[src/ile_pkg.sv]
// package: command codes, beat structs and controller states for the list engine
package ile_pkg;

    typedef enum logic [2:0] {
        CMD_APPEND = 3'd0,
        CMD_INSERT = 3'd1,
        CMD_REMOVE = 3'd2,
        CMD_GET    = 3'd3,
        CMD_CLEAR  = 3'd4
    } cmd_t;

    typedef struct packed {
        logic [2:0]  command;
        logic [8:0]  position;
        logic [31:0] data_in;
    } in_beat_t;

    typedef struct packed {
        logic        ok;
        logic [31:0] data_out;
        logic [8:0]  count;
    } out_beat_t;

    typedef enum logic [3:0] {
        ST_INIT,
        ST_IDLE,
        ST_DECIDE,
        ST_WALK_RD,
        ST_WALK_WAIT,
        ST_WALK_STEP,
        ST_NODE_RD,
        ST_NODE_WAIT,
        ST_UPDATE,
        ST_CLEAR,
        ST_DONE
    } state_t;

    // controller to datapath
    typedef struct packed {
        logic latch;
        logic walk_init;
        logic walk_rd;
        logic walk_step;
        logic node_rd;
        logic update;
        logic clear_start;
        logic clear_step;
        logic finish;
    } ctrl_t;

    // datapath to controller
    typedef struct packed {
        logic need_walk;
        logic is_clear;
        logic walk_done;
        logic clear_done;
    } stat_t;

endpackage

[src/ile_ctrl.sv]
// controller state machine: sequences decode, link walk, node update and clear
module ile_ctrl
(
    input  logic           clk,
    input  logic           rst_n,
    input  logic           start,
    input  ile_pkg::stat_t stat,
    output logic           busy,
    output ile_pkg::ctrl_t ctrl
);

    ile_pkg::state_t state_reg;
    ile_pkg::state_t state_next;

    always_ff @(posedge clk or negedge rst_n)
    begin
        if (!rst_n)
        begin
            state_reg <= ile_pkg::ST_INIT;
        end
        else
        begin
            state_reg <= state_next;
        end
    end

    always_comb
    begin
        state_next = state_reg;
        unique case (state_reg)
            ile_pkg::ST_INIT:
            begin
                if (stat.clear_done)
                begin
                    state_next = ile_pkg::ST_IDLE;
                end
            end
            ile_pkg::ST_IDLE:
            begin
                if (start)
                begin
                    state_next = ile_pkg::ST_DECIDE;
                end
            end
            ile_pkg::ST_DECIDE:
            begin
                priority if (stat.is_clear)
                begin
                    state_next = ile_pkg::ST_CLEAR;
                end
                else if (stat.need_walk)
                begin
                    state_next = ile_pkg::ST_WALK_RD;
                end
                else
                begin
                    state_next = ile_pkg::ST_UPDATE;
                end
            end
            ile_pkg::ST_WALK_RD:
            begin
                if (stat.walk_done)
                begin
                    state_next = ile_pkg::ST_NODE_RD;
                end
                else
                begin
                    state_next = ile_pkg::ST_WALK_WAIT;
                end
            end
            ile_pkg::ST_WALK_WAIT: state_next = ile_pkg::ST_WALK_STEP;
            ile_pkg::ST_WALK_STEP: state_next = ile_pkg::ST_WALK_RD;
            ile_pkg::ST_NODE_RD:   state_next = ile_pkg::ST_NODE_WAIT;
            ile_pkg::ST_NODE_WAIT: state_next = ile_pkg::ST_UPDATE;
            ile_pkg::ST_UPDATE:    state_next = ile_pkg::ST_DONE;
            ile_pkg::ST_CLEAR:
            begin
                if (stat.clear_done)
                begin
                    state_next = ile_pkg::ST_DONE;
                end
            end
            ile_pkg::ST_DONE:      state_next = ile_pkg::ST_IDLE;
            default:               state_next = ile_pkg::ST_IDLE;
        endcase
    end

    always_comb
    begin
        ctrl = '0;
        busy = (state_reg != ile_pkg::ST_IDLE);
        unique case (state_reg)
            // fill the free stack with every slot number after reset
            ile_pkg::ST_INIT:      ctrl.clear_step = 1'b1;
            ile_pkg::ST_IDLE:      ctrl.latch = start;
            ile_pkg::ST_DECIDE:
            begin
                ctrl.walk_init   = 1'b1;
                ctrl.clear_start = stat.is_clear;
            end
            ile_pkg::ST_WALK_RD:   ctrl.walk_rd = !stat.walk_done;
            ile_pkg::ST_WALK_WAIT: ctrl.walk_rd = 1'b0;
            ile_pkg::ST_WALK_STEP: ctrl.walk_step = 1'b1;
            ile_pkg::ST_NODE_RD:   ctrl.node_rd = 1'b1;
            ile_pkg::ST_NODE_WAIT: ctrl.node_rd = 1'b0;
            ile_pkg::ST_UPDATE:    ctrl.update = 1'b1;
            ile_pkg::ST_CLEAR:     ctrl.clear_step = 1'b1;
            ile_pkg::ST_DONE:      ctrl.finish = 1'b1;
            default:               ctrl = '0;
        endcase
    end

endmodule

[config.mk]
export PLATFORM = sky130hd
export DESIGN_NAME = ile_ctrl
export DESIGN_NICKNAME = d
export VERILOG_FILES = /design/src/ile_pkg.sv /design/src/ile_ctrl.sv
export SDC_FILE = /design/constraint.sdc
export NUM_CORES = 1
export LEC_CHECK = 0
export ABC_AREA = 1
export BUFFER_PORTS_ARGS = -buffer_cell sky130_fd_sc_hd__clkbuf_2
export CAP_MARGIN = 20
export CORE_AREA = 2 2 39 41
export DETAILED_ROUTE_END_ITERATION = 16
export DIE_AREA = 0 0 41 43
export PLACE_DENSITY = 0.53
export SLEW_MARGIN = 20
export SYNTH_ARGS = -nofsm -noshare
export SYNTH_HDL_FRONTEND = slang
export SYNTH_SLANG_ARGS = --single-unit
export TNS_END_PERCENT = 20
[constraint.sdc]
create_clock -name clk -period 3 [get_ports clk]
set_clock_uncertainty 0.1 [all_clocks]
set_input_delay 0 -clock clk [delete_from_list [all_inputs] [get_ports clk]]
set_output_delay 0 -clock clk [all_outputs]
set_load 0.005 [all_outputs]
==> results.md, run 1 <==
- Outcome: finished clean
- Number of warnings reported in the yosys synthesis log: 0
- Ordered list of cells on the worst path: dlygate4sd3_1 > dlygate4sd3_1 > clkbuf_2 > dlygate4sd3_1
- Row count: 14
- Worst path top cell family by delay: buffers and inverters
- Critical path peak fanout: 3
- Clock Latency Late Sink: 250 ps
- Cell total after placement: 97
- First-pass GRT wire length: 1.43 mm
- Clock Sinks: 4
- Number of flip-flops under the largest register name: 4
- Diodes inserted: 0
- Max cap viols: 0
- Number of flops mapped to enable cells by yosys: 0
- Number of buffers created by CTS: 3
- Avg WL per Cell: 9.25 um
- Detailed-route vias per instance: 4.44
- P&R area growth vs syn: 45.1%
- Mean instance size in the synthesized netlist: 5.54 um2
- Layout cells sized above 1: 27.3%
- Top cell type by total area after synthesis: dfrtp_1
- H-tree Lvls: 1
- Synth async-reset ratio: 100%
- Total DRC errors in the routed layout: 0
- Kind of critical path: in -> async
- Antenna viol nets, final: 0
- Overall overflow remaining after global route: 0
- Count of buffering cells on the critical path with inverters included: 4
- Crit-path slowest cell: dlygate4sd3_1
- Global-route usage over all layers: 12.3%
- CP dominant cell by count: dlygate4sd3_1
- Cell leakage power: 0.310 nW
- Worst Hold Slack: 21.6 ps
- Worst slew slack as a fraction of its limit: 81.5%
- First drt pass iteration count: 4
- Most numerous cell types in the synthesized netlist: 20 x nand2_1, 17 x nor2_1, 9 x inv_1
- Count of boundary I/O pins: 17
- CP startpoint kind: input pin
- Sequential fraction of the synthesis area: 27.8%
- Final setup violation count: 0
- Post-Synthesis Net Count: 72
- Pin count of the biggest net entering global routing: 7
- Initial antenna violation count: 0
- Final #Nets: 97
- Aggregate routed wire length: 962 um
- Most frequently used cell type in the post-synthesis netlist: nand2_1
- Design Area, Final: 523 um2
- Vias: 462
- Fraction of synthesized cell area taken by the top area cell type: 27.8%
- Final std cells w/o fill: 104
- Number of cells produced by synthesis: 65
- Max-slew violation total from the final report: 0
- HPWL Detailed: 779 um
- Peak supply drop: 0.515 mV
- Number of input and output port buffers inserted: 16
- Die outline width: 41 um
- Final total power: 0.000458 W
- Root cell of the clock tree: clkbuf_4
- Timing-limited maximum frequency: 0.694 GHz
- Transition at the pin with the smallest max-transition slack: 277 ps
- Areal power density over the cells: 876 mW/mm2
- Largest cells by area after synthesis: dfrtp_1 28%, nand2_1 21%, nor2_1 18%
- Hold WC Path Type: in -> reg
- Hold Fails Final Rpt: 0
- Initial cell density of the core: 26.0%
- Required @ worst endpoint: 3360 ps
- Cell area after synthesis: 360 um2
- Library cells used by synthesis: 13
- Final critical path time including I/O delays and setup: 1440 ps
- Via count of the first global-routing pass: 377
- Maximum single-stage delay on the critical path: 610 ps
- Final Cycle Share: 48.1%
- CP Capture Type: async pin
- Y dimension of the die: 43 um
- Clock slew at the register clock pins of the worst setup and hold paths: 50 ps
- Most used flip-flop cell after synthesis: dfrtp_1
- Unrepaired setup endpoints after global routing: no
- Initial drt markers: 12
- Worst EP arrival: 1800 ps
- Core Footprint: 0.00138 mm2
- #FFs+latches synth: 4
- Gpl congestion: 0.814
- Clock tree from TritonCTS: built
- Postcts setup bufs: 0
- Total Neg Setup Slack: 0 ps
- Die area: 0.00176 mm2
- Quantity of gates resized following cts: 0
- Worst-case clock buffer depth: 2
- Placed cell area: 460 um2
-- final timing paths --
kind	start	to	slack, ps	cells after the start
max	rst_n	state_reg[1]	1560	4
min	stat[3]	state_reg[3]	20	4
max reg2reg	state_reg[3]	state_reg[0]	1740	6
min reg2reg	state_reg[0]	state_reg[0]	470	2
max in group clk	state_reg[3]	ctrl[8]	1660	4
min in group asynchronous	rst_n	state_reg[0]	540	3
-- repair_timing --
action | 4_1_cts | 5_1_grt
endpoints found under the hold margin | 5 | 0
endpoints found under the setup margin | 0 | 0
hold buffers | 4 | 0
-- where the power goes --
| part | leakage (nW) | switching, W | internal (W) |
|---|---|---|---|
| combinational | 0.246 | 0.000177 | 0.000105 |
| sequential | 0.0509 | 0.0000277 | 0.0000777 |
| clock | 0.0138 | 0.0000257 | 0.0000450 |
-- worst register-to-register path: stages, from the launching register on --
cell     delay (ps)
dfrtp_1         400
nor2_1          240
nand2_1         130
nor2_1          100
nor2_1           60
nand2_1          60
nand2_1          50
-- layout make-up --
| class | count | area, um2 |
|---|---|---|
| Inverter | 10 | 37.5 |
| Sequential cell | 4 | 100 |
| Clock buffer | 3 | 22.5 |
| Multi-Input combinational cell | 51 | 223 |
| Fill cell | 159 | 861 |
| Timing Repair Buffer | 20 | 120 |
| Tap cell | 16 | 20.0 |
-- placed cells by master, fill, tap and decap left out --
cell type / n
nand2_2: 1
dlygate4sd3_1: 4
nor2_2: 2
clkbuf_4: 3
nand3_1: 5
nand2_1: 20
nor2_1: 17
inv_1: 9
nor2_4: 1
o211ai_1: 1
o21ai_0: 2
dfrtp_1: 4
o22ai_1: 1
inv_2: 1
nor3_1: 1
clkbuf_2: 16
-- routing by layer --
layer | track usage (%) | share of wire [%]
met5 | 0 | 0
met4 | 4.00 | 0
met3 | 6.28 | 9.3
met2 | 18.8 | 44
met1 | 14.3 | 47
-- kinds of logic (layout without fill, tap and decap cells) --
| group | count (synthesis) | after routing | synth area share (%) |
|---|---|---|---|
| AND/OR/NAND/NOR | 47 | 47 | 55.2 |
| buffers and inverters | 10 | 33 | 10.4 |
| AO/OA/AOI/OAI | 4 | 4 | 6.60 |
| flip-flops | 4 | 4 | 27.8 |
-- stage by stage --
stage          setup slack, ps  utilization [%]
6_report                  1560             37.8
5_1_grt                   1530             37.8
4_1_cts                   1570             37.8
3_5_place_dp              1720             33.3
3_3_place_gp              1730             33.3
2_1_floorplan             1870                -
(Power assumes the default switching activity.)
==> run 2, diff against run 1 <==
Clock period 3 ns to 1.4 ns, I/O delays scaled along.
==> results.md, run 2 (synthesized netlist as in run 1, its figures left out) <==
- First-pass GRT wire length: 1.52 mm (+6.7%)
- First drt pass iteration count: 4 (unchanged)
- Number of input and output port buffers inserted: 16 (unchanged)
- Final critical path time including I/O delays and setup: 1290 ps
- Worst path top cell family by delay: flip-flops
- Transition at the pin with the smallest max-transition slack: 208 ps (-69.2 ps)
- Worst EP arrival: 1190 ps (-610 ps)
- Worst-case clock buffer depth: 2 (unchanged)
- Gpl congestion: 0.808 (-0.73%)
- H-tree Lvls: 1 (unchanged)
- Layout fillers: 167 (+5.0%)
- Final #Nets: 97 (unchanged)
- Diodes inserted: 0 (unchanged)
- Die area: 0.00176 mm2 (unchanged)
- Initial antenna violation count: 0 (unchanged)
- Hold Fails Final Rpt: 0 (unchanged)
- Initial drt markers: 3 (-9)
- Final Cycle Share: 91.9%
- Y dimension of the die: 43 um (unchanged)
- CP Capture Type: output pin
- Vias: 457 (-1.1%)
- Timing-limited maximum frequency: 0.777 GHz
- Count of boundary I/O pins: 17 (unchanged)
- Max-slew violation total from the final report: 0 (unchanged)
- Cell leakage power: 0.311 nW (+0.37%)
- Core Footprint: 0.00138 mm2 (unchanged)
- Setup slack, reg-to-reg: 140 ps (-1600 ps)
- Crit-path slowest cell: dfrtp_1
- Row count: 14 (unchanged)
- HPWL Detailed: 826 um (+6.0%)
- Final setup violation count: 0 (unchanged)
- Via count of the first global-routing pass: 396 (+5.0%)
- Number of buffers created by CTS: 3 (unchanged)
- P&R area growth vs syn: 45.1% (unchanged)
- Unrepaired setup endpoints after global routing: no
- Maximum single-stage delay on the critical path: 430 ps (-180 ps)
- Required @ worst endpoint: 1300 ps (-2060 ps)
- Antenna viol nets, final: 0 (unchanged)
- Critical path peak fanout: 6 (+3)
- Outcome: finished clean
- Clock Sinks: 4 (unchanged)
- Clock tree from TritonCTS: built
- Worst Hold Slack: 43.5 ps (+21.9 ps)
- Worst slew slack as a fraction of its limit: 86.0% (+4.5 points)
- Most frequent cells in the layout: 20 x nand2_1, 16 x nor2_1, 16 x clkbuf_2
- Detailed-route vias per instance: 4.39 (-1.1%)
- Areal power density over the cells: 1920 mW/mm2 (+120%)
- Layout cells sized above 1: 29.5% (+2.3 points)
- Max cap viols: 0 (unchanged)
- Clock slew at the register clock pins of the worst setup and hold paths: 40 ps (about the same)
- Total Neg Setup Slack: 0 ps (unchanged)
- Count of buffering cells on the critical path with inverters included: 2 (-2)
- Overall overflow remaining after global route: 0 (unchanged)
- Pin count of the biggest net entering global routing: 7 (unchanged)
- Aggregate routed wire length: 974 um (+1.2%)
- Global-route usage over all layers: 13.2% (+0.89 points)
- Clock Latency Late Sink: 230 ps (-20 ps)
- Leading cell type in the layout, fill and taps excluded: nand2_1
- CP startpoint kind: flip-flop
- Die outline width: 41 um (unchanged)
- Hold WC Path Type: in -> reg
- Peak supply drop: 0.685 mV (+33%)
- Ordered list of cells on the worst path: inv_1 > nand2_1 > nor2_1 > clkbuf_2
- Root cell of the clock tree: clkbuf_4
- Total DRC errors in the routed layout: 0 (unchanged)
- Avg WL per Cell: 9.37 um (+1.2%)
- Kind of critical path: reg -> out
- Number of flip-flops under the largest register name: 4 (unchanged)
- Initial cell density of the core: 26.0% (unchanged)
[run 2: final cells by class]
cell class,instances,area [um2],area share (%)
Tap cell,16,20.0,3.83
Timing Repair Buffer,20,118,22.5
Inverter,10,37.5,7.18
Multi-Input combinational cell,51,225,43.1
Clock buffer,3,22.5,4.31
Sequential cell,4,100,19.1
[run 2: worst reg2reg max path: stages (launching register included)]
cell,delay (ps)
dfrtp_1,400
buf_4,150
nand2_1,110
nor2_1,80
nor2_2,110
nand3_1,80
nand2_1,60
nand2_1,50
[run 2: worst paths after layout]
kind,to,cells after the start,startpoint
max,ctrl[5],4,state_reg[1]
min,state_reg[1],5,start
max reg2reg,state_reg[0],7,state_reg[0]
min reg2reg,state_reg[2],1,state_reg[0]
max in group asynchronous,state_reg[3],3,rst_n
min in group asynchronous,state_reg[1],3,rst_n
[run 2: per-layer routing]
| layer | global-route usage, % | vias up | wire, um | share of wire [%] |
|---|---|---|---|---|
| met2 | 19.1 | 19 | 416 | 43 |
| met3 | 4.71 | 6 | 48 | 4.9 |
| li1 | - | 245 | - | - |
| met4 | 10.0 | 0 | 42 | 4.3 |
| met5 | 0 | - | 0 | 0 |
| met1 | 14.9 | 187 | 467 | 48 |
[run 2: power by group]
part           internal (W)  switching [W]  leakage, nW
combinational      0.000243       0.000392        0.247
sequential         0.000167      0.0000582       0.0509
clock             0.0000959      0.0000468       0.0138
total              0.000505       0.000496        0.311
[run 2: per-stage QoR]
step                cell area [um2]  util, %  std cells  worst slack (ps)  total power, W
finish                          523     37.8        104               114         0.00100
global route                    523     37.8        104              16.8         0.00112
detailed placement              460     33.3         97               136        0.000831
global placement                460     33.3         97               128        0.000835
floorplan                       360        -         65               269        0.000640
CTS                             513     37.1        103              49.7        0.000989
[run 2: repair_timing]
| item | in CTS | in global routing |
|---|---|---|
| setup buffers | 0 | 1 |
| endpoints found under the hold margin | 5 | 0 |
| endpoints found under the setup margin | 0 | 1 |
| hold buffers | 3 | 0 |
| resized for setup | 0 | 1 |
